==> src/hw/rtl/sdr_pkg.sv <==
package sdr_pkg;

  // Debounce phase, also reported in every tick result.
  typedef enum logic [1:0] {
    PH_INACTIVE    = 2'd0,
    PH_ACTIVE      = 2'd1,
    PH_TRAILING    = 2'd2,
    PH_SUPPRESSING = 2'd3
  } phase_t;

  // Event reported by a tick.
  typedef enum logic [2:0] {
    EV_NONE   = 3'd0,
    EV_LEAD   = 3'd1,
    EV_DELAY  = 3'd2,
    EV_TRAIL  = 3'd3,
    EV_REPEAT = 3'd4
  } event_t;

  // Request kind carried on the input tuser.
  typedef enum logic {
    OP_TICK  = 1'b0,
    OP_LEVEL = 1'b1
  } opcode_t;

  // Configuration register indexes.
  localparam int unsigned CFG_IDX_W = 3;
  localparam int unsigned CFG_DATA_W = 32;
  localparam logic [CFG_IDX_W-1:0] REG_TRAIL_TIME    = 3'd0;
  localparam logic [CFG_IDX_W-1:0] REG_SUPPRESS_TIME = 3'd1;
  localparam logic [CFG_IDX_W-1:0] REG_DELAYED_TIME  = 3'd2;
  localparam logic [CFG_IDX_W-1:0] REG_REPEAT_FIRST  = 3'd3;
  localparam logic [CFG_IDX_W-1:0] REG_REPEAT_PERIOD = 3'd4;
  localparam logic [CFG_IDX_W-1:0] REG_REPEAT_DEB    = 3'd5;

  // Field widths of the streams.
  localparam int unsigned ELAPSED_W = 16;
  localparam int unsigned IN_DATA_W = 24;
  localparam int unsigned OUT_DATA_W = 8;

endpackage

==> src/hw/rtl/switch_debouncer_with_repeat_core.sv <==
// Switch debouncer with auto-repeat.
//
// Input stream (in_*): each request is either a level change (tuser high,
// tdata[0] is the raw switch level, 1 pressed) or a time tick (tuser low,
// tdata[16:1] is the number of time units that passed). A level request
// only updates the debounce state and gives no result. A tick advances the
// trailing, suppression, delayed-lead and repeat timers and gives exactly
// one result request: the highest-priority event (leading, delayed lead,
// trailing, repeat, or none) and the phase after the tick.
// Throughput is one request per cycle; a tick's result is presented on the
// output stream in the cycle after the tick is accepted. The whole update
// is one pass of adders and compares into the state and output registers.
// The output register parts the two sides: a new request is accepted while
// a result waits, as long as the receiver takes it in the same cycle. When
// the receiver stalls with a result held, in_tready drops.
// The cfg_* port writes the timing registers; write it only while the
// block is idle. Reset clears the debounce state and configuration to
// zero, phase inactive and result register empty, but sets first_rep_r.
module switch_debouncer_with_repeat_core #(
  parameter int TIME_WIDTH = 32,
  parameter int TICK_WIDTH = 16
) (
  input  logic                             clk,
  input  logic                             rst_n,
  // Input stream.
  input  logic                             in_tvalid,
  output logic                             in_tready,
  input  logic [sdr_pkg::IN_DATA_W-1:0]    in_tdata,   // level[0], elapsed[16:1], zero pad
  input  logic                             in_tuser,   // opcode[0]
  // Result stream.
  output logic                             out_tvalid,
  input  logic                             out_tready,
  output logic [sdr_pkg::OUT_DATA_W-1:0]   out_tdata,  // event_res[2:0], phase[4:3], zero pad
  // Configuration write port.
  input  logic                             cfg_we,
  input  logic [sdr_pkg::CFG_IDX_W-1:0]    cfg_index,
  input  logic [sdr_pkg::CFG_DATA_W-1:0]   cfg_wdata
);
  import sdr_pkg::*;

  localparam int TICK_EFF = (TICK_WIDTH < ELAPSED_W) ? TICK_WIDTH : ELAPSED_W;
  localparam int SUM_W = ((TIME_WIDTH > ELAPSED_W) ? TIME_WIDTH : ELAPSED_W) + 1;
  localparam int CMP_W = (TIME_WIDTH > CFG_DATA_W) ? TIME_WIDTH : CFG_DATA_W;
  localparam logic [TIME_WIDTH-1:0] TIME_MAX = '1;

  // Saturating timer advance.
  function automatic logic [TIME_WIDTH-1:0] sat_add(input logic [TIME_WIDTH-1:0] a,
                                                    input logic [ELAPSED_W-1:0] e);
    logic [SUM_W-1:0] s;
    s = SUM_W'(a) + SUM_W'(e);
    if (s > SUM_W'(TIME_MAX)) return TIME_MAX;
    return s[TIME_WIDTH-1:0];
  endfunction

  function automatic logic cnt_ge(input logic [TIME_WIDTH-1:0] c,
                                  input logic [CFG_DATA_W-1:0] t);
    return CMP_W'(c) >= CMP_W'(t);
  endfunction

  function automatic logic cnt_gt(input logic [TIME_WIDTH-1:0] c,
                                  input logic [CFG_DATA_W-1:0] t);
    return CMP_W'(c) > CMP_W'(t);
  endfunction

  // Configuration registers.
  logic [CFG_DATA_W-1:0] trail_time_r, suppress_time_r, delayed_time_r;
  logic [CFG_DATA_W-1:0] repeat_first_r, repeat_period_r;
  logic                  repeat_deb_r;

  // Debounce state.
  phase_t                phase_r, phase_nxt;
  logic                  held_level_r, held_level_nxt;
  logic [TIME_WIDTH-1:0] trail_cnt_r, trail_cnt_nxt;
  logic [TIME_WIDTH-1:0] supp_cnt_r, supp_cnt_nxt;
  logic [TIME_WIDTH-1:0] delay_cnt_r, delay_cnt_nxt;
  logic [TIME_WIDTH-1:0] rep_cnt_r, rep_cnt_nxt;
  logic                  delay_run_r, delay_run_nxt;
  logic                  rep_run_r, rep_run_nxt;
  logic                  first_rep_r, first_rep_nxt;
  logic                  pend_lead_r, pend_lead_nxt;
  logic                  pend_delay_r, pend_delay_nxt;
  logic                  pend_trail_r, pend_trail_nxt;

  // Result register.
  logic                  out_valid_r, out_valid_nxt;
  event_t                ev_r, ev_nxt;
  phase_t                out_phase_r, out_phase_nxt;

  logic                  in_acc;
  logic                  lv;
  logic                  held;
  logic [ELAPSED_W-1:0]  elapsed;
  logic                  is_tick;
  logic                  rep_hit;
  logic                  delay_hit;
  logic                  trail_hit;
  logic [TIME_WIDTH-1:0] tc_sum, sc_sum, sc_fresh, dc_sum, rc_sum;

  assign in_tready = !out_valid_r || out_tready;
  assign in_acc    = in_tvalid && in_tready;
  assign lv        = in_tdata[0];
  assign elapsed   = ELAPSED_W'(in_tdata[TICK_EFF:1]);
  assign is_tick   = (in_tuser == OP_TICK);

  assign out_tvalid = out_valid_r;
  assign out_tdata  = {3'b000, out_phase_r, ev_r};

  // Configuration writes.
  always_ff @(posedge clk) begin
    if (!rst_n) begin
      trail_time_r     <= '0;
      suppress_time_r  <= '0;
      delayed_time_r   <= '0;
      repeat_first_r   <= '0;
      repeat_period_r  <= '0;
      repeat_deb_r     <= 1'b0;
    end else if (cfg_we) begin
      unique case (cfg_index)
        REG_TRAIL_TIME:    trail_time_r    <= cfg_wdata;
        REG_SUPPRESS_TIME: suppress_time_r <= cfg_wdata;
        REG_DELAYED_TIME:  delayed_time_r  <= cfg_wdata;
        REG_REPEAT_FIRST:  repeat_first_r  <= cfg_wdata;
        REG_REPEAT_PERIOD: repeat_period_r <= cfg_wdata;
        REG_REPEAT_DEB:    repeat_deb_r    <= cfg_wdata[0];
        default: ;
      endcase
    end
  end

  // Timer sums, computed in parallel.
  assign tc_sum   = sat_add(trail_cnt_r, elapsed);
  assign sc_sum   = sat_add(supp_cnt_r, elapsed);
  assign sc_fresh = sat_add('0, elapsed);
  assign dc_sum   = sat_add(delay_cnt_r, elapsed);
  assign rc_sum   = sat_add(rep_cnt_r, elapsed);

  // State update for one request.
  always_comb begin
    phase_nxt      = phase_r;
    held_level_nxt = held_level_r;
    trail_cnt_nxt  = trail_cnt_r;
    supp_cnt_nxt   = supp_cnt_r;
    delay_cnt_nxt  = delay_cnt_r;
    rep_cnt_nxt    = rep_cnt_r;
    delay_run_nxt  = delay_run_r;
    rep_run_nxt    = rep_run_r;
    first_rep_nxt  = first_rep_r;
    pend_lead_nxt  = pend_lead_r;
    pend_delay_nxt = pend_delay_r;
    pend_trail_nxt = pend_trail_r;
    held           = (phase_r != PH_SUPPRESSING) ? lv : held_level_r;
    rep_hit        = 1'b0;
    delay_hit      = 1'b0;
    trail_hit      = 1'b0;
    ev_nxt         = EV_NONE;

    if (in_acc && !is_tick) begin
      // Level change.
      held_level_nxt = held;
      if (held && phase_r == PH_INACTIVE) begin
        phase_nxt     = PH_ACTIVE;
        pend_lead_nxt = 1'b1;
        delay_cnt_nxt = '0;
        delay_run_nxt = 1'b1;
        rep_run_nxt   = 1'b1;
        first_rep_nxt = 1'b1;
        rep_cnt_nxt   = '0;
      end else if (!held && phase_r == PH_ACTIVE) begin
        phase_nxt     = PH_TRAILING;
        trail_cnt_nxt = '0;
        if (!repeat_deb_r) rep_run_nxt = 1'b0;
      end else if (held && phase_r == PH_TRAILING) begin
        phase_nxt     = PH_ACTIVE;
        trail_cnt_nxt = '0;
        if (!repeat_deb_r) begin
          rep_run_nxt   = 1'b1;
          first_rep_nxt = 1'b1;
          rep_cnt_nxt   = '0;
        end
      end else if (phase_r == PH_SUPPRESSING) begin
        held_level_nxt = 1'b0;
      end
    end else if (in_acc && is_tick) begin
      // Trailing timer; expiry leaves trailing on the same tick, for suppression or inactive.
      if (phase_r == PH_TRAILING) begin
        trail_cnt_nxt = tc_sum;
        if (cnt_ge(tc_sum, trail_time_r)) begin
          trail_hit = 1'b1;
          if (repeat_deb_r) rep_run_nxt = 1'b0;
        end
      end
      // Suppression timer, started fresh when trailing just ended.
      if (trail_hit) begin
        supp_cnt_nxt = sc_fresh;
        phase_nxt    = cnt_ge(sc_fresh, suppress_time_r) ? PH_INACTIVE : PH_SUPPRESSING;
      end else if (phase_r == PH_SUPPRESSING) begin
        supp_cnt_nxt = sc_sum;
        if (cnt_ge(sc_sum, suppress_time_r)) phase_nxt = PH_INACTIVE;
      end
      // Delayed-lead timer.
      if (delay_run_r) begin
        delay_cnt_nxt = dc_sum;
        if (cnt_ge(dc_sum, delayed_time_r)) begin
          delay_hit     = 1'b1;
          delay_run_nxt = 1'b0;
        end
      end
      // Repeat timer.
      if (rep_run_nxt) begin
        rep_cnt_nxt = rc_sum;
        if (first_rep_r && cnt_gt(rc_sum, repeat_first_r)) begin
          first_rep_nxt = 1'b0;
          rep_hit       = 1'b1;
          rep_cnt_nxt   = '0;
        end else if (!first_rep_r && cnt_gt(rc_sum, repeat_period_r)) begin
          rep_hit     = 1'b1;
          rep_cnt_nxt = '0;
        end
      end
      // Report one event; the rest are dropped.
      priority if (pend_lead_r)                  ev_nxt = EV_LEAD;
      else if (pend_delay_r || delay_hit)        ev_nxt = EV_DELAY;
      else if (pend_trail_r || trail_hit)        ev_nxt = EV_TRAIL;
      else if (rep_hit)                          ev_nxt = EV_REPEAT;
      else                                       ev_nxt = EV_NONE;
      pend_lead_nxt  = 1'b0;
      pend_delay_nxt = 1'b0;
      pend_trail_nxt = 1'b0;
    end
  end

  // Result register control.
  always_comb begin
    out_valid_nxt = out_valid_r;
    out_phase_nxt = out_phase_r;
    if (out_valid_r && out_tready) out_valid_nxt = 1'b0;
    if (in_acc && is_tick) begin
      out_valid_nxt = 1'b1;
      out_phase_nxt = phase_nxt;
    end
  end

  always_ff @(posedge clk) begin
    if (!rst_n) begin
      phase_r      <= PH_INACTIVE;
      held_level_r <= 1'b0;
      trail_cnt_r  <= '0;
      supp_cnt_r   <= '0;
      delay_cnt_r  <= '0;
      rep_cnt_r    <= '0;
      delay_run_r  <= 1'b0;
      rep_run_r    <= 1'b0;
      first_rep_r  <= 1'b1;
      pend_lead_r  <= 1'b0;
      pend_delay_r <= 1'b0;
      pend_trail_r <= 1'b0;
      out_valid_r  <= 1'b0;
    end else begin
      phase_r      <= phase_nxt;
      held_level_r <= held_level_nxt;
      trail_cnt_r  <= trail_cnt_nxt;
      supp_cnt_r   <= supp_cnt_nxt;
      delay_cnt_r  <= delay_cnt_nxt;
      rep_cnt_r    <= rep_cnt_nxt;
      delay_run_r  <= delay_run_nxt;
      rep_run_r    <= rep_run_nxt;
      first_rep_r  <= first_rep_nxt;
      pend_lead_r  <= pend_lead_nxt;
      pend_delay_r <= pend_delay_nxt;
      pend_trail_r <= pend_trail_nxt;
      out_valid_r  <= out_valid_nxt;
    end
  end

  // Result payload.
  always_ff @(posedge clk) begin
    if (in_acc && is_tick) ev_r <= ev_nxt;
    out_phase_r <= out_phase_nxt;
  end

`ifndef SYNTH
  // The held level is high exactly while the switch is debounced as active.
  a_held_matches_phase: assert property (@(posedge clk) disable iff (!rst_n)
    held_level_r == (phase_r == PH_ACTIVE))
    else $error("held level disagrees with phase");

  // An accepted tick always leaves a result in the output register.
  a_tick_gives_result: assert property (@(posedge clk) disable iff (!rst_n)
    (in_acc && is_tick) |=> out_valid_r)
    else $error("tick accepted without a result");

  // A level request never creates a result.
  a_level_no_result: assert property (@(posedge clk) disable iff (!rst_n)
    (in_acc && !is_tick && !out_valid_r) |=> !out_valid_r)
    else $error("level request produced a result");
`endif

endmodule
==> config.mk <==
export PLATFORM = sky130hd
export DESIGN_NAME = switch_debouncer_with_repeat_core
export DESIGN_NICKNAME = d
export VERILOG_FILES = /design/src/hw/rtl/sdr_pkg.sv /design/src/hw/rtl/switch_debouncer_with_repeat_core.sv
export SDC_FILE = /design/constraint.sdc
export NUM_CORES = 1
export LEC_CHECK = 0
export ABC_AREA = 1
export BUFFER_PORTS_ARGS = -buffer_cell sky130_fd_sc_hd__buf_2
export CELL_PAD_IN_SITES_DETAIL_PLACEMENT = 1
export CELL_PAD_IN_SITES_GLOBAL_PLACEMENT = 1
export CORE_MARGIN = 2
export CORE_UTILIZATION = 30
export CTS_CLUSTER_SIZE = 40
export DETAILED_ROUTE_END_ITERATION = 6
export GPL_TIMING_DRIVEN = 0
export PLACE_DENSITY_LB_ADDON = 0.1
export SLEW_MARGIN = 0
export SYNTH_ARGS = -nofsm -noshare
export SYNTH_HDL_FRONTEND = slang
export SYNTH_SLANG_ARGS = --single-unit
==> constraint.sdc <==
create_clock -name clk -period 4.39 [get_ports clk]
set_clock_uncertainty 0.15 [all_clocks]
set_input_delay 0.439 -clock clk [delete_from_list [all_inputs] [get_ports clk]]
set_output_delay 0.439 -clock clk [all_outputs]
set_load 0.05 [all_outputs]
==> results.toml, run 1 <==
[outcome]
status = "complete, no violations"

[pwr]
leakage_nw = 11.24
powerDensity_nw_per_um2 = 317.5
total_power_mw = 8.307
peakVddDrop_v = 0.0002709

[timing]
finalMaxSlewViolations = 0
tightest_slew_ns = 0.9455
post-route-min-period_ns = 4.332
max_slew_margin_pct = 36.96
setup_ws_ns = 0.05775
fin_crit_sh_pct = 98.68
setup_viol = 0
hold_violations = 0
max_freq_mhz = 230.8

[grt]
grt-ovfl-total = 0
grt.total_usage_pct = 24.63
grt_pass1_vias = 22802
grt_max_degree = 14
grt_antenna_before_repair = 10
grt_pass1_wl_mm = 139.0

[setup_path]
worstSetupStartpointType = "register"
worst_setup_path_end_kind = "register"
timing.critical_path.mode_cell = "nand2_2"
worstPathArrival_ns = 4.62
critPathMaxStageDelay_ns = 0.43
crit_type = "reg2reg"
r2r_slack_ns = 0.06
worst-path-max-fanout = 6
reg2regPathDepth = 26
cp_slowest_cell = "fa_2"
required_ns = 4.68
worstReg2RegStart = "rep_cnt_r[0]"
r2r-end = "ev_r[2]"

[routing]
viasPerCell = 5.167
drc = 0
met1_length_mm = 45.61
wl_per_cell_um = 21.71
num_vias = 22467
routed_wl_mm = 94.42
dr.pass1.iters = 5
wl_met3_mm = 4.071
wl_met2_mm = 42.00
drt_iter0_markers = 1298
ant_nets = 0
top_layer_used = "met4"

[hold_path]
hp-start = "cfg_we"
hp-class = "in2reg"
whs_endpoint = "repeat_deb_r"
whs_path_depth = 3

[logic_synthesis]
async_reset_ff_share_pct = 0
ys_types = 55
ys_seq_area_share_pct = 28.30
yosys_warnings = 0
yosys.area_share.simple_pct = 26.79
synthMuxAreaShare_pct = 0
syn-cell-area_um2 = 21470
synth_fa_ha_area_share_pct = 14.36
netlist_instances = 3195
synth_compound_area_share_pct = 18.28
synth-xor-area-share_pct = 2.570
synth_top_family_by_area = "simple AND/OR/NAND/NOR gates"
synth-edff-count = 5
synthFlopType = "dfxtp_1"
ys_seq_elements = 301
synth.avg_cell_area_um2 = 6.720

[placed_design]
portBuffers = 64
place_congestion = 0.8751
hpwl_mm = 73.01
placed_cell_area_um2 = 22990
post-place-ws_ns = -1.299

[floorplanning]
core_area_um2 = 71120
die_h_um = 271.5
fp-row-count = 98
ios = 75
start_util_pct = 30.19
die_w_um = 271.5
dieArea_um2 = 73730

[clock_tree]
cts.sinks = 301
htree_levels = 2
clk_path_buf_depth = 3
numCtsBuffers = 41
cts_tree = "built"
cts_root_buffer = "clkbuf_16"
clkLatencyLatePin_ns = 0.59
path_clk_slew_ns = 0.06

[layout]
stdcell_area_um2 = 26170
mostFrequentLayoutCell = "nand2_1"
post-route-util_pct = 36.80
drive_gt1_share_pct = 13.88
nets = 3672
area_growth_pct = 21.88
final_cell_mix = "713 x nand2_1, 424 x a21oi_1, 379 x inv_1, 294 x dfxtp_1, 227 x ha_1"

[job]
max_cap_violations = 0
[cell usage after synthesis, drive strengths merged, types with 12 or more instances]
cell / number / area [µm²]
nand2: 782 / 3010
a21oi: 444 / 2245
inv: 395 / 1483
dfxtp: 296 / 5926
o21ai: 256 / 1323
ha: 240 / 3003
nor2: 225 / 867.1
nand3: 165 / 913.4
clkbuf: 75 / 281.5
nand4: 69 / 431.7
nor3: 45 / 250.2
buf: 43 / 300.3
xnor2: 39 / 341.6
xor2: 24 / 210.2
nor4: 15 / 100.1
nand3b: 12 / 115.1
[kinds of logic (layout without fill, tap and decap cells)]
kind of cell	Yosys count	in the layout
AND/OR/NAND/NOR	1323	1325
XOR/XNOR	63	63
buffers and inverters	517	712
other	1	7
AO/OA/AOI/OAI	746	746
flip-flops	301	301
adder cells (fa/ha/maj)	244	244
[per-layer routing]
layer | vias up | global-route usage [%]
li1 | 10954 | -
met1 | 10977 | 34.62
met2 | 414 | 39.49
met3 | 122 | 3.052
met4 | 0 | 6.810
met5 | - | 0
[what timing repair did]
action	CTS	global route
setup endpoints to repair	74	74
resized for setup	68	215
gates cloned	0	11
buffers inserted	8	40
hold buffers	0	0
pin swaps	8	54
[layout make-up]
type | instances | area (µm²)
fill | 8950 | 44950
multi-input combinational | 2381 | 14230
sequential | 301 | 6078
inverter | 399 | 1511
clock buffer | 55 | 1212
tap | 950 | 1189
timing repair buffer | 121 | 927.1
buffer | 118 | 763.2
clock inverter | 19 | 242.7
antenna | 4 | 10.01
[state kept, by name (all words and copies together), names as in the netlist, 2 cells and up]
name	cells
delayed_time_r	32
repeat_first_r	32
trail_time_r	32
ev_r	3
repeat_period_r	32
trail_cnt_r	32
delay_cnt_r	32
phase_r	2
rep_cnt_r	32
suppress_time_r	32
supp_cnt_r	32
out_phase_r	2
[through the flow]
step                      hold WS, ns  instances  TNS (ns)
after floorplan                0.2780       3197         0
after global placement         0.2903       4211    -75.79
after detailed placement       0.3053       4211    -80.45
after CTS                     0.03728       4293  -0.03670
after global routing          0.07725       4344   -0.6157
final                         0.06883       4348         0
[worst max-delay path by stage]
| stage | from | end | slack [ns] | cells after the start |
|---|---|---|---|---|
| final | rep_cnt_r[0] | ev_r[2] | 0.06 | 26 |
| after global routing | trail_cnt_r[0] | out_phase_r[1] | -0.07 | 29 |
| after CTS | rep_cnt_r[0] | ev_r[2] | -0.04 | 27 |
| after detailed placement | in_tdata[2] | ev_r[2] | -1.30 | 26 |
| after global placement | in_tdata[2] | ev_r[2] | -1.26 | 27 |
| after floorplan | in_tdata[2] | out_phase_r[1] | 0.45 | 28 |
[report_power, final]
group / internal, mW / switching (mW) / leakage, nW
clock: 2.24 / 1.42 / 0.713
combinational: 0.590 / 1.19 / 8.07
sequential: 2.82 / 0.0456 / 2.45
total: 5.65 / 2.66 / 11.2
[critical path: cells and delay by family, from the launching register on]
family	cells	cell delay, ns
AOI/OAI and AO/OA	3	0.62
adders and majority gates	3	0.78
buffers and inverters	6	0.79
DFF	1	0.35
and+or+nand+nor	14	1.48
(Power assumes the default switching activity.)
==> run 2, diff against run 1 <==
==> constraint.sdc (replaced) <==
create_clock -name clk -period 5.4 [get_ports clk]
set_clock_uncertainty 0.15 [all_clocks]
set_input_delay 0.54 -clock clk [delete_from_list [all_inputs] [get_ports clk]]
set_output_delay 0.54 -clock clk [all_outputs]
set_load 0.005 [all_outputs]
==> run 2 against run 1 <==
Compared with the run above:
- final cell count decreased by 1.3%
- sequential cell count unchanged
- critical endpoint is now out_phase_r[1]
- via count decreased by 2.0%
- non-clock buffer count decreased by 55
==> results.toml, run 2 (same netlist as run 1, synthesis figures left out) <==
[layout]
fillers = 9078
nets = 3615
drive_gt1_share_pct = 7.582
multiInputGateArea_um2 = 13320
seqCellArea_um2 = 6076
final_cell_mix = "760 x nand2_1, 440 x a21oi_1, 385 x inv_1, 296 x dfxtp_1, 240 x ha_1"
mostFrequentLayoutCell = "nand2_1"
area_growth_pct = 13.96

[clock_tree]
clkLatencyLatePin_ns = 0.58
cts.sinks = 301
clk_path_buf_depth = 3
cts_root_buffer = "clkbuf_16"
cts_tree = "built"
htree_levels = 2
hold_buffers = 0
path_clk_slew_ns = 0.06
numCtsBuffers = 41

[setup_path]
timing.critical_path.mode_cell = "nand2_1"
crit_type = "in2reg"
critPathMaxStageDelay_ns = 0.49
path_buf_inv = 6
critPathTopFamily = "simple AND/OR/NAND/NOR gates"
cp_slowest_cell = "fa_1"
required_ns = 5.54
worstSetupStartpointType = "primary input"
worst-path-max-fanout = 10
worst_setup_path_end_kind = "register"
worstPathArrival_ns = 5.20

[timing]
post-route-min-period_ns = 5.054
hold_violations = 0
worst_hold_slack_ns = 0.1766
tightest_slew_ns = 0.9590
fin_crit_sh_pct = 93.60
max_slew_margin_pct = 36.07
setup_viol = 0
tns_ns = 0
finalMaxSlewViolations = 0
rsz0062_at_grt = "no"
max_freq_mhz = 197.9

[placed_design]
hpwl_mm = 73.01
portBuffers = 64
place_congestion = 0.8751

[outcome]
status = "complete, no violations"

[grt]
grt_max_degree = 14
grt.total_usage_pct = 24.59
grt_pass1_wl_mm = 138.7
grt_pass1_vias = 22749
grt_antenna_before_repair = 10
grt-ovfl-total = 0

[pwr]
total_power_mw = 6.552
powerDensity_nw_per_um2 = 267.8
peakVddDrop_v = 0.0002204
leakage_nw = 10.61

[routing]
routed_wl_mm = 91.81
num_vias = 22021
viasPerCell = 5.133
drc = 0
ant_nets = 0
drt_iter0_markers = 1353
dr.pass1.iters = 7
wl_per_cell_um = 21.40

[job]
max_cap_violations = 0

[floorplanning]
fp-row-count = 98
core_area_um2 = 71120
die_h_um = 271.5
ios = 75
die_w_um = 271.5
start_util_pct = 30.19
dieArea_um2 = 73730

[hold_path]
hp-class = "in2reg"
[run 2: cell types whose count changed in the layout (fill, tap and decap cells not counted), moves of 15 or more]
cell / delta
a21oi_1: +16
buf_2: +16
buf_4: -41
nand2_1: +47
nand2_2: -34
nand3_1: +22
nor2_1: +20
nor2_2: -15
[run 2: per-stage QoR]
step	cell area, µm²	std cells	utilization [%]	setup WS (ns)
floorplan	21480	3197	-	1.360
detailed placement	22990	4211	32.32	-0.3900
global placement	22990	4211	32.32	-0.3515
CTS	24440	4285	34.37	0.2217
finish	24470	4290	34.41	0.3458
global route	24460	4287	34.39	0.05478
[run 2: tightest hold or removal path, cell delays in order]
cell and delay, ns:
buf_2 0.15, nand4_1 0.11, a21oi_1 0.06
[run 2: path summary, 6_finish.rpt]
check	startpoint	endpoint	slack, ns	cells past startpoint
worst max register to register	rep_cnt_r[0]	ev_r[2]	0.44	24
worst min-delay path	cfg_we	repeat_deb_r	0.18	3
worst min register to register	repeat_first_r[19]	repeat_first_r[19]	0.32	2
worst max-delay path	in_tdata[2]	out_phase_r[1]	0.35	25
[run 2: layout make-up]
cell class	instances	share of cell area [%]
Antenna cell	3	0.03068
Buffer	118	2.378
Clock buffer	55	4.955
Clock inverter	19	0.9920
Inverter	399	6.136
Multi-Input combinational cell	2379	54.45
Sequential cell	301	24.83
Tap cell	950	4.858
Timing Repair Buffer	66	1.370
[run 2: timing repair]
item                       in CTS  in global routing
gates resized for setup         0                  1
setup endpoints to repair       0                  4
setup buffers                   0                  2
[run 2: power breakdown]
group	switching [mW]	total, mW	internal, mW
clock	1.15	2.97	1.82
sequential	0.0357	2.33	2.29
combinational	0.874	1.25	0.377
[run 2: routing by layer]
| metal | global-route usage [%] | wire, µm | up-vias |
|---|---|---|---|
| met5 | 0 | 0 | - |
| met4 | 6.695 | 2357 | 0 |
| met3 | 2.972 | 4160 | 102 |
| met2 | 39.41 | 40220 | 406 |
| met1 | 34.65 | 45070 | 10679 |
| li1 | - | - | 10834 |
==> run 3, diff against run 2 <==
Settings changed: ABC_AREA 1 to 0.
==> run 3 against run 2 <==
Compared with the run above:
- the flow now finishes with violations (setup timing)
- via count down 7.6%
- sequential share of layout area decreased by 0.16 points
- worst hold slack worse by 0.012 ns
- count of clock-buffer cells in the layout up 4
- register-to-register slack got worse by 0.50 ns
- critical path depth is the same
- synthesized area fell by 3.9%
- first-iteration DRC count down 12%
- final cell count shrank 12%
- sequential power down 2%
- synthesized cell count is 16% lower
- largest power group unchanged
- clock power is 9.1% lower
==> results.toml, run 3 <==
[outcome]
status = "complete, but fails checks"
violations = "setup timing"

[layout]
mostFrequentLayoutCell = "nand2_1"
nets = 3161
final_cells = 3766
stdcell_area_um2 = 24640
area_growth_pct = 19.45
final_cell_mix = "500 x nand2_1, 301 x a21oi_1, 295 x dfxtp_1, 232 x ha_1, 201 x inv_1"
post-route-util_pct = 36.05
drive_gt1_share_pct = 12.49

[setup_path]
worst-path-max-fanout = 5
cp_slowest_cell = "nor4_4"
worstPathArrival_ns = 5.84
crit_type = "reg2reg"
worst_setup_path_end_kind = "register"
critPathMaxStageDelay_ns = 0.43
worstSetupStartpointType = "register"
required_ns = 5.78
timing.critical_path.mode_cell = "o31a_1"

[clock_tree]
cts_root_buffer = "clkbuf_16"
htree_levels = 2
cts.sinks = 301
clkLatencyLatePin_ns = 0.59
hold_buffers = 0
cts_tree = "built"
path_clk_slew_ns = 0.06
numCtsBuffers = 41
clk_path_buf_depth = 3

[floorplanning]
fp-row-count = 96
start_util_pct = 30.18
ios = 75
die_h_um = 266.2
die_w_um = 266.2
core_area_um2 = 68350
dieArea_um2 = 70860

[timing]
rsz0062_at_grt = "yes"
tightest_slew_ns = 1.161
hold_violations = 0
fin_crit_sh_pct = 101.0
max_freq_mhz = 183.3
post-route-min-period_ns = 5.456
max_slew_margin_pct = 22.03
setup_ws_ns = -0.05600
setup_viol = 25
finalMaxSlewViolations = 0

[placed_design]
place_congestion = 0.8518
placed_cell_area_um2 = 22050
hpwl_mm = 64.07
dp.cells = 3637
portBuffers = 62

[logic_synthesis]
synth.avg_cell_area_um2 = 7.664
synth_area_leaders = "dfxtp_1 29%, ha_1 15%, nand2_1 9.3%"
ys_seq_elements = 301
yosysTopAreaCellShare_pct = 28.73
synth-edff-count = 5
synth_top_cell_by_area = "dfxtp_1"
yosys-top-cells-count = "510 x nand2_1, 308 x a21oi_1, 296 x dfxtp_1, 240 x ha_1, 203 x inv_1"
syn-cell-area_um2 = 20620
yosys_warnings = 0
synthFlopType = "dfxtp_1"
async_reset_ff_share_pct = 0
ys_seq_area_share_pct = 29.46
netlist_instances = 2691
yosysMostFrequentCell = "nand2_1"
ys_types = 95

[routing]
drc = 0
viasPerCell = 5.401
num_vias = 20342
dr.pass1.iters = 5
routed_wl_mm = 86.89
wl_per_cell_um = 23.07
ant_nets = 0
drt_iter0_markers = 1194

[grt]
grt-ovfl-total = 0
grt_pass1_wl_mm = 129.3
grt_max_degree = 12
grt.met2_usage_pct = 40.03
grt_antenna_before_repair = 5
use_met3_pct = 2.652
grt_use_met1_pct = 32.96
grt_pass1_vias = 20907
top_usage_layer = "met2"
grt.total_usage_pct = 24.25

[pwr]
power.net_switching_mw = 1.738
peakVddDrop_v = 0.0001866
pwr-share-seq_pct = 39.2
leakage_nw = 9.817
swShare_pct = 29.80
powerDensity_nw_per_um2 = 236.8
p_clk_share_pct = 46.3
intPower_mw = 4.096
p_comb_share_pct = 14.5

[hold_path]
hp-class = "in2reg"

[job]
max_cap_violations = 0
run 3: changes by cell type after synthesis, sizes merged, moves of 28 or more:
cell | before | now
nand4 | 69 | 41
o21a | 10 | 43
inv | 395 | 206
nand2 | 782 | 510
nor2 | 225 | 122
a21oi | 444 | 309
a21o | 7 | 52
nand3 | 165 | 68
nand2b | 0 | 28
o21ai | 256 | 139
a22o | 0 | 52
run 3: metal layers:
| layer | vias up | routed length [µm] |
|---|---|---|
| li1 | 9807 | - |
| met2 | 328 | 39890 |
| met1 | 10111 | 41710 |
| met4 | 2 | 2502 |
| met3 | 94 | 2787 |
| met5 | - | 8 |
run 3: what timing repair did:
action                     4_1_cts  5_1_grt
pin swaps                       38       33
resized for setup              113       59
setup endpoints to repair       74       73
buffers inserted                37       16
cloned                           2        2
run 3: area by class of cell:
type / count / area [µm²]
Buffer: 123 / 646.9
Clock buffer: 59 / 1204
Sequential cell: 301 / 6077
Antenna cell: 2 / 5.005
Clock inverter: 14 / 80.08
Multi-Input combinational cell: 2062 / 13820
Timing Repair Buffer: 117 / 914.6
Fill cell: 8244 / 43710
Inverter: 206 / 784.5
Tap cell: 882 / 1104
run 3: metrics by stage:
step                hold WS [ns]  setup slack [ns]  power (mW)  setup TNS, ns
floorplan                 0.2791            0.4563       2.779              0
global placement          0.2930            -2.195       3.091        -140.04
detailed placement        0.2984            -2.248       3.117        -145.17
CTS                       0.1320          -0.05797       5.882        -0.6507
global route              0.1579           -0.1968       6.056         -4.826
finish                    0.1643          -0.05600       5.834        -0.8895
run 3: worst max-delay path, delay by kind of cell (launching register included):
kind	cells	cell delay, ns
AND/OR/NAND/NOR	7	1.34
adder cells (fa/ha/maj)	3	0.66
multiplexers	1	0.32
flip-flops	1	0.34
buffers and inverters	6	0.82
AO/OA/AOI/OAI	8	1.74
run 3: worst paths after layout:
path	end	cells after the start	startpoint	slack, ns
max reg2reg	rep_cnt_r[12]	25	rep_cnt_r[0]	-0.06
min	repeat_first_r[31]	3	cfg_wdata[31]	0.16
max	rep_cnt_r[12]	25	rep_cnt_r[0]	-0.06
min reg2reg	delayed_time_r[22]	2	delayed_time_r[22]	0.30
run 3: power by group through the flow:
stage	Sequential (mW)	Clock [mW]	Combinational, mW
final	2.29	2.70	0.848
after global routing	2.29	2.84	0.927
after CTS	2.29	2.76	0.833
after detailed placement	2.34	0	0.782
after global placement	2.33	0	0.756
after floorplan	2.33	0	0.452
run 3: cell families (layout without fill, tap and decap cells):
logic type,after synthesis,count (layout),synth area share (%)
compound gates,792,792,24.50
xor+xnor,66,66,2.803
fa+ha+maj,244,244,14.95
buf+inv,330,519,6.467
flops,301,301,29.46
mux,22,22,1.147
other cells,1,5,0.01818
simple gates,935,935,20.66
